--- src/hdl/smf_pkg.sv ---
package smf_pkg;

    // Fixed field widths
    localparam int DATA_W = 32;
    localparam int CFG_W  = 6;

    // Default window capacity and register reset value
    localparam int            MAX_WINDOW_DEF = 32;
    localparam logic [CFG_W-1:0] LEN_RESET   = 6'd5;

    // Sequencer states, one-hot
    typedef enum logic [7:0] {
        S_IDLE = 8'b0000_0001,
        S_OLD  = 8'b0000_0010,
        S_DEL  = 8'b0000_0100,
        S_INS  = 8'b0000_1000,
        S_RBRD = 8'b0001_0000,
        S_RBV  = 8'b0010_0000,
        S_MED  = 8'b0100_0000,
        S_DONE = 8'b1000_0000
    } t_state;

endpackage

--- src/hdl/smf_ram.sv ---
module smf_ram #(
    parameter int WIDTH = 32,
    parameter int DEPTH = 32
) (
    input  logic                                  i_clk,
    input  logic                                  i_we,
    input  logic [((DEPTH > 1) ? $clog2(DEPTH) : 1)-1:0] i_waddr,
    input  logic [WIDTH-1:0]                      i_wdata,
    input  logic                                  i_re,
    input  logic [((DEPTH > 1) ? $clog2(DEPTH) : 1)-1:0] i_raddr,
    output logic [WIDTH-1:0]                      o_rdata
);

    logic [WIDTH-1:0] r_mem [DEPTH];
    logic [WIDTH-1:0] r_rdata;

    // Write port, registered read port (old data on a same-address collision)
    always_ff @(posedge i_clk) begin
        if (i_we) begin
            r_mem[i_waddr] <= i_wdata;
        end
        if (i_re) begin
            r_rdata <= r_mem[i_raddr];
        end
    end

    assign o_rdata = r_rdata;

endmodule

--- src/hdl/sliding_median_filter.sv ---
// Sliding window median filter. Each request on the slave stream carries one
// signed 32-bit sample; one result follows on the master stream: the lower
// median of the last L samples, L being the window_length register (0 acts
// as 1, values above MAX_WINDOW act as MAX_WINDOW). The samples sit in a
// circular store memory and a second memory keeps the same L values in
// ascending order. For a regular sample, one pass over the sorted memory
// removes the oldest value and a second pass shifts the new one into place,
// both paced by the single read port of that memory. The first sample after
// reset and the first after any write of window_length rebuild the sorted
// memory from the store by insertion. The input is taken only while the filter
// is idle; a finished median waits in the output register while the next
// sample is taken.
module sliding_median_filter #(
    parameter int MAX_WINDOW = smf_pkg::MAX_WINDOW_DEF
) (
    input  logic                           i_clk,
    input  logic                           i_rst_n,
    input  logic                           i_cfg_wr_en,
    input  logic [smf_pkg::CFG_W-1:0]      i_cfg_wr_data,  // window_length
    input  logic                           s_axis_tvalid,
    output logic                           s_axis_tready,
    input  logic [smf_pkg::DATA_W-1:0]     s_axis_tdata,   // [31:0] sample
    output logic                           m_axis_tvalid,
    input  logic                           m_axis_tready,
    output logic [smf_pkg::DATA_W-1:0]     m_axis_tdata    // [31:0] median
);

    import smf_pkg::*;

    localparam int AW = (MAX_WINDOW > 1) ? $clog2(MAX_WINDOW) : 1;
    localparam int LW = $clog2(MAX_WINDOW + 1);
    localparam int PW = AW + 1;

    t_state              r_state, n_state;
    logic [CFG_W-1:0]    r_len;
    logic                r_dirty, n_dirty;
    logic [AW-1:0]       r_pos, n_pos;
    logic [DATA_W-1:0]   r_key, n_key;
    logic [DATA_W-1:0]   r_old, n_old;
    logic                r_oldv, n_oldv;
    logic [MAX_WINDOW-1:0] r_vld, n_vld;
    logic [AW-1:0]       r_ridx, n_ridx;
    logic [AW-1:0]       r_didx, n_didx;
    logic                r_rv, n_rv;
    logic                r_iss, n_iss;
    logic                r_found, n_found;
    logic                r_tail, n_tail;
    logic [AW-1:0]       r_k, n_k;
    logic                r_rb, n_rb;
    logic [DATA_W-1:0]   r_out, n_out;
    logic                r_ovld, n_ovld;

    logic [LW-1:0]       len_eff;
    logic [LW-1:0]       len_m1_w;
    logic [AW-1:0]       len_m1;
    logic [AW-1:0]       med_idx;
    logic [PW-1:0]       pos_inc;

    logic                st_we, st_re;
    logic [AW-1:0]       st_waddr, st_raddr;
    logic [DATA_W-1:0]   st_wdata, st_rdata;
    logic                sr_we, sr_re;
    logic [AW-1:0]       sr_waddr, sr_raddr;
    logic [DATA_W-1:0]   sr_wdata, sr_rdata;

    logic                ins_go, ins_done;
    logic [AW-1:0]       ins_sz;

    // Window store, indexed by arrival position
    smf_ram #(
        .WIDTH(DATA_W),
        .DEPTH(MAX_WINDOW)
    ) u_store (
        .i_clk   (i_clk),
        .i_we    (st_we),
        .i_waddr (st_waddr),
        .i_wdata (st_wdata),
        .i_re    (st_re),
        .i_raddr (st_raddr),
        .o_rdata (st_rdata)
    );

    // Same window contents kept in ascending signed order
    smf_ram #(
        .WIDTH(DATA_W),
        .DEPTH(MAX_WINDOW)
    ) u_sorted (
        .i_clk   (i_clk),
        .i_we    (sr_we),
        .i_waddr (sr_waddr),
        .i_wdata (sr_wdata),
        .i_re    (sr_re),
        .i_raddr (sr_raddr),
        .o_rdata (sr_rdata)
    );

    // Clamp the register to 1..MAX_WINDOW
    always_comb begin
        if (r_len == '0) begin
            len_eff = LW'(1);
        end else if (int'(r_len) > MAX_WINDOW) begin
            len_eff = LW'(MAX_WINDOW);
        end else begin
            len_eff = LW'(r_len);
        end
    end

    assign len_m1_w = len_eff - LW'(1);
    assign len_m1   = len_m1_w[AW-1:0];
    assign med_idx  = len_m1 >> 1;
    assign pos_inc  = PW'(r_pos) + PW'(1);

    // Sequencer
    always_comb begin
        n_state  = r_state;
        n_dirty  = r_dirty;
        n_pos    = r_pos;
        n_key    = r_key;
        n_old    = r_old;
        n_oldv   = r_oldv;
        n_vld    = r_vld;
        n_ridx   = r_ridx;
        n_didx   = r_didx;
        n_rv     = r_rv;
        n_iss    = r_iss;
        n_found  = r_found;
        n_tail   = r_tail;
        n_k      = r_k;
        n_rb     = r_rb;
        n_out    = r_out;
        n_ovld   = r_ovld;
        st_we    = 1'b0;
        st_re    = 1'b0;
        st_waddr = r_pos;
        st_raddr = r_pos;
        st_wdata = s_axis_tdata;
        sr_we    = 1'b0;
        sr_re    = 1'b0;
        sr_waddr = '0;
        sr_raddr = r_ridx;
        sr_wdata = '0;
        ins_go   = 1'b0;
        ins_sz   = '0;
        ins_done = 1'b0;

        // Drop the result once the master side takes it
        if (r_ovld && m_axis_tready) begin
            n_ovld = 1'b0;
        end

        unique case (r_state)
            S_IDLE: begin
                if (s_axis_tvalid) begin
                    // Write the sample, fetch the value it replaces
                    st_we  = 1'b1;
                    st_re  = 1'b1;
                    n_oldv = r_vld[r_pos];
                    n_vld[r_pos] = 1'b1;
                    n_key  = s_axis_tdata;
                    if (pos_inc >= PW'(len_eff)) begin
                        n_pos = '0;
                    end else begin
                        n_pos = pos_inc[AW-1:0];
                    end
                    if (r_dirty) begin
                        n_rb    = 1'b1;
                        n_k     = '0;
                        n_state = S_RBRD;
                    end else begin
                        n_rb    = 1'b0;
                        n_state = S_OLD;
                    end
                end
            end

            S_OLD: begin
                // Latch the evicted value, start the removal pass
                n_old   = r_oldv ? st_rdata : '0;
                n_ridx  = '0;
                n_iss   = 1'b1;
                n_rv    = 1'b0;
                n_found = 1'b0;
                n_state = S_DEL;
            end

            S_DEL: begin
                // Issue ascending reads
                n_rv = r_iss;
                if (r_iss) begin
                    sr_re    = 1'b1;
                    sr_raddr = r_ridx;
                    n_didx   = r_ridx;
                    if (r_ridx == len_m1) begin
                        n_iss = 1'b0;
                    end else begin
                        n_ridx = r_ridx + AW'(1);
                    end
                end
                // Close the gap left by the evicted value
                if (r_rv) begin
                    if (r_found) begin
                        sr_we    = 1'b1;
                        sr_waddr = r_didx - AW'(1);
                        sr_wdata = sr_rdata;
                    end else if (sr_rdata == r_old) begin
                        n_found = 1'b1;
                    end
                    if (r_didx == len_m1) begin
                        ins_go = 1'b1;
                        ins_sz = len_m1;
                    end
                end
            end

            S_INS: begin
                if (r_tail) begin
                    // New value is the smallest so far
                    sr_we    = 1'b1;
                    sr_waddr = '0;
                    sr_wdata = r_key;
                    ins_done = 1'b1;
                end else begin
                    // Issue descending reads
                    n_rv = r_iss;
                    if (r_iss) begin
                        sr_re    = 1'b1;
                        sr_raddr = r_ridx;
                        n_didx   = r_ridx;
                        if (r_ridx == '0) begin
                            n_iss = 1'b0;
                        end else begin
                            n_ridx = r_ridx - AW'(1);
                        end
                    end
                    // Shift larger values up, drop the key into the hole
                    if (r_rv) begin
                        sr_we    = 1'b1;
                        sr_waddr = r_didx + AW'(1);
                        if ($signed(sr_rdata) > $signed(r_key)) begin
                            sr_wdata = sr_rdata;
                            if (r_didx == '0) begin
                                n_tail = 1'b1;
                                n_rv   = 1'b0;
                            end
                        end else begin
                            sr_wdata = r_key;
                            ins_done = 1'b1;
                        end
                    end
                end
            end

            S_RBRD: begin
                // Fetch the next store entry for the rebuild
                st_re    = 1'b1;
                st_raddr = r_k;
                n_state  = S_RBV;
            end

            S_RBV: begin
                n_key  = r_vld[r_k] ? st_rdata : '0;
                ins_go = 1'b1;
                ins_sz = r_k;
            end

            S_MED: begin
                sr_re    = 1'b1;
                sr_raddr = med_idx;
                n_state  = S_DONE;
            end

            S_DONE: begin
                // Hold until the output register is free
                if (!r_ovld || m_axis_tready) begin
                    n_out   = sr_rdata;
                    n_ovld  = 1'b1;
                    n_state = S_IDLE;
                end
            end

            default: begin
                n_state = S_IDLE;
            end
        endcase

        // Start an insertion into a sorted prefix of ins_sz entries
        if (ins_go) begin
            n_state = S_INS;
            n_rv    = 1'b0;
            if (ins_sz == '0) begin
                n_tail = 1'b1;
                n_iss  = 1'b0;
            end else begin
                n_tail = 1'b0;
                n_iss  = 1'b1;
                n_ridx = ins_sz - AW'(1);
            end
        end

        // Advance the rebuild or go read the median
        if (ins_done) begin
            n_tail = 1'b0;
            n_rv   = 1'b0;
            n_iss  = 1'b0;
            if (r_rb && (r_k != len_m1)) begin
                n_k     = r_k + AW'(1);
                n_state = S_RBRD;
            end else begin
                if (r_rb) begin
                    n_dirty = 1'b0;
                end
                n_state = S_MED;
            end
        end

        // A new length invalidates the sorted copy
        if (i_cfg_wr_en) begin
            n_dirty = 1'b1;
        end
    end

    // Control registers
    always_ff @(posedge i_clk) begin
        if (!i_rst_n) begin
            r_state <= S_IDLE;
            r_len   <= LEN_RESET;
            r_dirty <= 1'b1;
            r_pos   <= '0;
            r_vld   <= '0;
            r_rv    <= 1'b0;
            r_iss   <= 1'b0;
            r_found <= 1'b0;
            r_tail  <= 1'b0;
            r_rb    <= 1'b0;
            r_ovld  <= 1'b0;
        end else begin
            r_state <= n_state;
            if (i_cfg_wr_en) begin
                r_len <= i_cfg_wr_data;
            end
            r_dirty <= n_dirty;
            r_pos   <= n_pos;
            r_vld   <= n_vld;
            r_rv    <= n_rv;
            r_iss   <= n_iss;
            r_found <= n_found;
            r_tail  <= n_tail;
            r_rb    <= n_rb;
            r_ovld  <= n_ovld;
        end
    end

    // Datapath registers
    always_ff @(posedge i_clk) begin
        r_key  <= n_key;
        r_old  <= n_old;
        r_oldv <= n_oldv;
        r_ridx <= n_ridx;
        r_didx <= n_didx;
        r_k    <= n_k;
        r_out  <= n_out;
    end

    assign s_axis_tready = (r_state == S_IDLE);
    assign m_axis_tvalid = r_ovld;
    assign m_axis_tdata  = r_out;

endmodule

--- config.mk ---
export PLATFORM = sky130hd
export DESIGN_NAME = sliding_median_filter
export DESIGN_NICKNAME = d
export VERILOG_FILES = /design/src/hdl/smf_pkg.sv /design/src/hdl/smf_ram.sv /design/src/hdl/sliding_median_filter.sv
export SDC_FILE = /design/constraint.sdc
export NUM_CORES = 2
export LEC_CHECK = 0
export BUFFER_PORTS_ARGS = -buffer_cell sky130_fd_sc_hd__buf_4
export CORE_UTILIZATION = 35
export DETAILED_ROUTE_END_ITERATION = 12
export SETUP_SLACK_MARGIN = 0.3
export SLEW_MARGIN = 25
export SYNTH_ARGS = -nofsm -noshare
export SYNTH_HDL_FRONTEND = slang
export SYNTH_SLANG_ARGS = --single-unit
--- constraint.sdc ---
create_clock -name i_clk -period 15.2 [get_ports i_clk]
set_input_delay 1.52 -clock i_clk [delete_from_list [all_inputs] [get_ports i_clk]]
set_output_delay 1.52 -clock i_clk [all_outputs]
set_load 0.02 [all_outputs]
### Word level (Yosys, flattened, before mapping)

Memories as Yosys holds them, arrays and structs flattened. A register that Yosys moved wholly into a read port is not among the register bits.
Cells that the tools add are included.

| storage, ports and cells | value |
|---|---|
| input bits | 43 |
| logic and storage cells | 185 |
| memories kept | 2 |
| bits in registers | 170 |
| bits in writable memories | 2048 |

| operators by class | value |
|---|---|
| add/sub/neg operators | 8 |
| muxes and demuxes | 101 |
| bitwise gates (word level) | 3 |
| $lt $le $gt $ge | 6 |
| equal/unequal tests | 19 |
| reductions and logical operators | 28 |

Memory list:

| memory | words | width | rd ports | clocked after Yosys merged registers in | write ports | RTL line | text |
|---|---|---|---|---|---|---|---|
| u_sorted.r_mem | 32 | 32 | 1 | 1 | 1 | smf_ram.sv:14 | `logic [WIDTH-1:0] r_mem [DEPTH];` |
| u_store.r_mem | 32 | 32 | 1 | 1 | 1 | smf_ram.sv:14 |  |

Operators with widths:

| operator | count |
|---|---|
| two-way mux 32 bit | 7 |
| case mux 32 bit (2 select lines) | 2 |
| two-way mux 5 bit | 24 |
| case mux 8 bit (6 select lines) | 1 |
| two-way mux 1 bit | 46 |
| == test 32 bit | 1 |
| > comparator 32 bit | 1 |
| two-way mux 8 bit | 4 |
| OR 32 bit | 1 |
| case mux 5 bit (2 select lines) | 3 |
| subtractor 5 x 1 -> 5 bit, second input constant | 4 |
| adder 5 x 1 -> 5 bit, second input constant | 3 |
| zero test 5 bit | 3 |
| case mux 5 bit (3 select lines) | 1 |
| AND reduction 2 bit | 7 |
| less-than comparator 5 x 6 -> 1 bit, second input constant | 2 |
| two-way mux 6 bit | 2 |
| binary-select mux 1 bit (select 5 bit) | 2 |
| == test 5 bit | 2 |
| case mux 1 bit (3 select lines) | 3 |
| == test 8 x 1 -> 1 bit, second input constant | 1 |
| == test 8 x 2 -> 1 bit, second input constant | 1 |
| == test 8 x 3 -> 1 bit, second input constant | 1 |
| == test 8 x 4 -> 1 bit, second input constant | 1 |
| other kinds (28) | 42 |

### Logic depth before layout (Yosys ltp)

| logic depth | value |
|---|---|
| depth after elaboration | 11 |
| mapped depth | 18 |
| mapped depth without buffers | 17 |

### Hierarchy

From an unflattened synthesis, not the netlist that was laid out.

| second synthesis, totals | value |
|---|---|
| cell total of the unflattened synthesis | 5423 |
| area, all modules | 91196.2 µm² |

By module, submodules not included:

| module | sequential area each (µm²) | instances | area each (µm²) | cells each |
|---|---|---|---|---|
| smf_ram | 31710.4 | 2 | 40812.9 | 2260 |
| sliding_median_filter | 4424.2 | 1 | 9570.4 | 903 |

### Worst setup path before layout

No wires, ideal clock.

| timing path | value |
|---|---|
| path type | flip-flop to flip-flop |
| from | reg r_state[0] |
| to | reg r_rv |
| clock period less this slack | 5.721 ns |
| buffers on the path | 0 |
| slack | 9.479 ns |
| stages on the path, launching flop included | 8 |
| arrival | 5.605 ns |
| library setup time | 0.116 ns |
| cells stage by stage | dfxtp_1 > or4_1 > nor4b_1 > nor3_1 > a21o_1 > a22oi_1 > o21ai_0 > and4_1 |

| between the ends | value |
|---|---|
| longest elaborated chain between the ends | 3 |
| elaborated cells between the ends (all ways) | 11 |
| those cells by class | 5 x eq/ne; 3 x mux; 3 x reduce/logical |

RTL lines:

| what | RTL line | text |
|---|---|---|
| start, declared | sliding_median_filter.sv:34 | `t_state r_state, n_state;` |
| start signal, assigned | sliding_median_filter.sv:337 | `r_state <= n_state;` |
| == test 8 x 6 -> 1 bit (tied with other cells) | sliding_median_filter.sv:151 | `unique case (r_state)` |
| case mux 1 bit (2 select lines) (tied with other cells) | sliding_median_filter.sv:151 |  |
| OR reduction 3 bit (no source line) or AND reduction 2 bit (tied branches) | -- |  |
| end signal, assigned | sliding_median_filter.sv:344 | `r_rv <= n_rv;` |
| end, declared | sliding_median_filter.sv:44 | `logic r_rv, n_rv;` |

Parallel ways exist; a longest one is shown, timed or not.
A chain may end at the register's enable or synchronous reset.

### Worst setup path in the final report

| timing path | value |
|---|---|
| from | reg r_len[2] |
| to | reg u_sorted.r_rdata[16] (netlist: u_sorted.o_rdata[16]) (read register of u_sorted.r_mem), data pin |

| between the ends | value |
|---|---|
| longest elaborated chain between the ends | 5 |
| elaborated cells between the ends (all ways) | 6 |
| those cells by class | 1 x add/sub; 1 x order compare; 3 x mux; 1 x reduce/logical |

RTL lines:

| what | RTL line | text |
|---|---|---|
| start, declared | sliding_median_filter.sv:35 | `logic [CFG_W-1:0] r_len;` |
| start signal, assigned | sliding_median_filter.sv:339 | `r_len <= i_cfg_wr_data;` |
| > comparator 6 bit | sliding_median_filter.sv:101 | `end else if (int'(r_len) > MAX_WINDOW) begin` |
| two-way mux 6 bit | sliding_median_filter.sv:101 |  |
| two-way mux 6 bit * | sliding_median_filter.sv:99 | `if (r_len == '0) begin` |
| subtractor 5 x 1 -> 5 bit * | sliding_median_filter.sv:108 | `assign len_m1_w = len_eff - LW'(1);` |
| two-way mux 5 bit * | -- |  |
| end, declared | smf_ram.sv:15 | `logic [WIDTH-1:0] r_rdata;` |

Mark *: on every way between the ends. The rest lies on a longest branch, timed or not.

==> run summary <==
CTS tree = built
RSZ-0062 raised after global routing = false
Syn Area/Cell = 14.0 µm²
Row Count = 186
Synth async-reset ratio = 0
Total power density per cell area = 124 mW/mm²
WP buf/inv = 4
Post-synth EDFFs = 2214
Peak VDD IR = 97.9 µV
Top delay family on crit path = buffers and inverters
Initial antenna violation count = 16
Wire per inst = 26.7 µm
R2R setup slack = 9470 ps
Critical Path Max Stage Delay = 900 ps
I/O pin cnt = 77
Initial DRC Count = 7190
Crit. End Element = register
Worst-path clk slew = 60 ps
Chip height = 510 µm
CP max FO = 160
Vias = 56300
Dpl cells = 9672
Worst min path class = register to register
Non-filler instance count after layout = 10100
H-tree levels = 4
CP endpoint = u_sorted.o_rdata[16]
Largest net degree at the start of global routing = 161
DRT antenna net count = 0
Area Overhead vs Synth = 13.9%
DP Area = 0.0958 mm²
Fin nets = 6609
Finished layout cell area = 0.103 mm²
Actual slew at the worst max-slew pin = 1120 ps
Yosys cell types = 75
First-pass GRT wire length = 384 mm
Die extent in x = 510 µm
Clk buf depth = 3
Post-CTS Hold Buffers = 0
First-pass iteration count of the detailed router = 6
CP startpoint = r_len[2]
Max Freq = 0.175 GHz
Status = finished, final reports clean
Startpoint type of the worst setup path = register
Overall Global Routing Usage = 0.203
Reg2reg end = u_sorted.o_rdata[16]
Core Area = 0.257 mm²
Worst Setup Path Type = register to register
Register Area = 0.0678 mm²
Seq cells post-synth = 2282
Syn. warnings = 0
WL final = 269 mm
Congestion Overflow GR = 0
Clock sinks = 2282
Die area = 0.260 mm²
Reg-to-Reg Start = r_len[2]
Starting Density = 0.352
Routed vias/inst = 5.58
Post-Syn Area = 0.0904 mm²
Sequential element share of the synthesized area = 0.750
Vias in the first global route = 53600
Hpwl dp = 144 mm
# setup viols final = 0
Rel. slew slack = 0.251
# resized after CTS = 0
Fillers = 23600
Static leakage = 33.1 nW
Tcrit/Tclk final = 0.377
Syn Inst Count = 6443
Worst path depth = 14
Clk_lat worst skew = 880 ps
Routability Congestion = 0.836
Clk_skew = 40.5 ps
Post-CTS Setup Bufs = 0
Hold Fails Final Rpt = 0
Ys flop type = edfxtp_1
Crit path DAT = 6310 ps
Number of remaining DRC errors = 0
Share of cells above drive strength 1 = 0.106
Area of the multi-input gates = 0.0218 mm²
Max stage delay cell, worst path = buf_4
Crit path time final = 5730 ps
Worst EP required = 15780 ps
# port buffers = 76
Setup TNS Final = 0 ps
Mapped Nets = 6535
Critical path cell sequence = nor4_1, nor2_1, nor2_1, clkinv_1, ha_1, and4b_1, a21oi_4, buf_12, buf_12, buf_4, mux2i_1, o22ai_1, a211oi_1, nand4_1
Max-Cap Viols = 0
TritonCTS Buffers = 226
Fin. max-slew vios = 0
Clock Tree Root = clkbuf_16
Worst Reg-to-Reg Cells = 14
==> how the worst min path moves through the flow <==
stage	from	end	slack [ps]	depth (start not counted)
after floorplan	r_ridx[2]	r_didx[2]	410	0
after detailed placement	r_vld[2]	r_vld[2]	470	1
after CTS	r_vld[2]	r_vld[2]	480	1
final	r_vld[2]	r_vld[2]	480	1
after global routing	r_vld[27]	r_vld[27]	510	1
after global placement	r_vld[7]	r_vld[7]	460	1
==> power breakdown <==
part	leakage (nW)	internal, W	switching (W)	total (W)
combinational	10.7	0.000114	0.000298	0.000412
sequential	19.0	0.00690	0.0000407	0.00694
clock	3.51	0.00303	0.00240	0.00543
==> cell type report <==
type	count	share of cell area
Clock inverter	137	0.0116
Multi-Input combinational cell	3726	0.212
Antenna cell	8	0.000194
Tap cell	3384	0.0411
Inverter	53	0.00193
Sequential cell	2282	0.659
Timing Repair Buffer	228	0.0174
Clock buffer	285	0.0577
==> routing by layer <==
layer,share of wire,up-vias,global-route usage
met5,0.00023,-,0
met4,0.035,10,0.0736
met3,0.084,484,0.0349
met2,0.48,2707,0.338
met1,0.40,28800,0.267
li1,-,24400,-
==> logic make-up after synthesis <==
family / share of synthesized area
flip-flops: 0.750
XOR/XNOR: 0.00528
adder cells (fa/ha/maj): 0.00678
AO/OA/AOI/OAI: 0.0556
AND/OR/NAND/NOR: 0.127
buffers and inverters: 0.0195
multiplexers: 0.0352
==> state kept, by name, indices dropped and copies added (netlist names), 5 cells and up <==
register / cells
u_sorted.o_rdata: 32
r_key: 32
u_store.r_mem: 1024
r_vld: 32
r_len: 6
r_ridx: 5
u_store.o_rdata: 32
r_pos: 5
m_axis_tdata: 32
u_sorted.r_mem: 1024
r_state: 8
r_didx: 5
r_old: 32
r_k: 5
==> stage by stage <==
step	utilization	total power (W)	hold WS [ps]	setup slack, ps
floorplan	-	0.00727	406	9480
global placement	0.372	0.00748	458	9650
detailed placement	0.373	0.00748	470	9600
CTS	0.401	0.0128	484	9540
global route	0.401	0.0131	507	9020
finish	0.401	0.0128	480	9470
==> synth_stat cells, types with 9 or more instances <==
master	n	area, µm²
edfxtp_1	2214	66500
nand2_1	1587	5960
nand3_1	561	2810
mux2i_1	265	2650
clkbuf_1	240	901
a31oi_1	197	1230
and3_1	109	682
a211oi_1	106	796
a32oi_1	104	911
buf_2	100	500
nor2_1	96	360
nand4_1	86	538
a21oi_1	70	350
dfxtp_1	68	1360
inv_1	51	191
a22o_1	50	438
ha_1	49	613
o22ai_1	46	288
xnor2_1	44	385
buf_1	40	150
and2_1	39	244
o21ai_0	39	195
nor4_1	37	231
o21a_1	36	270
nor2b_1	27	169
nor3_1	24	120
mux4_2	18	405
mux2_2	10	113
a22oi_1	9	67.6
a41oi_1	9	78.8
nand2b_1	9	56.3
o21ai_1	9	45.0
==> cells in the final DEF, fill, tap and decap left out, types with 9 or more instances in the layout <==
cell type / n
edfxtp_1: 2214
nand2_1: 1584
nand3_1: 561
mux2i_1: 262
clkbuf_16: 228
buf_4: 220
a31oi_1: 194
and3_1: 108
a211oi_1: 106
a32oi_1: 104
nand4_1: 86
a21oi_1: 68
dfxtp_1: 68
nor2_4: 66
clkbuf_1: 54
clkinv_1: 53
inv_1: 51
clkinv_2: 51
ha_1: 49
o22ai_1: 46
xnor2_1: 44
a22o_1: 40
and2_1: 39
nor4_1: 37
o21a_1: 35
nor2_1: 27
nor2b_1: 26
o21ai_0: 23
nor3_1: 22
mux4_2: 18
o21ai_4: 15
bufinv_16: 15
a22o_2: 10
a22oi_1: 9
Note: power is estimated with default switching activity, not from simulation.
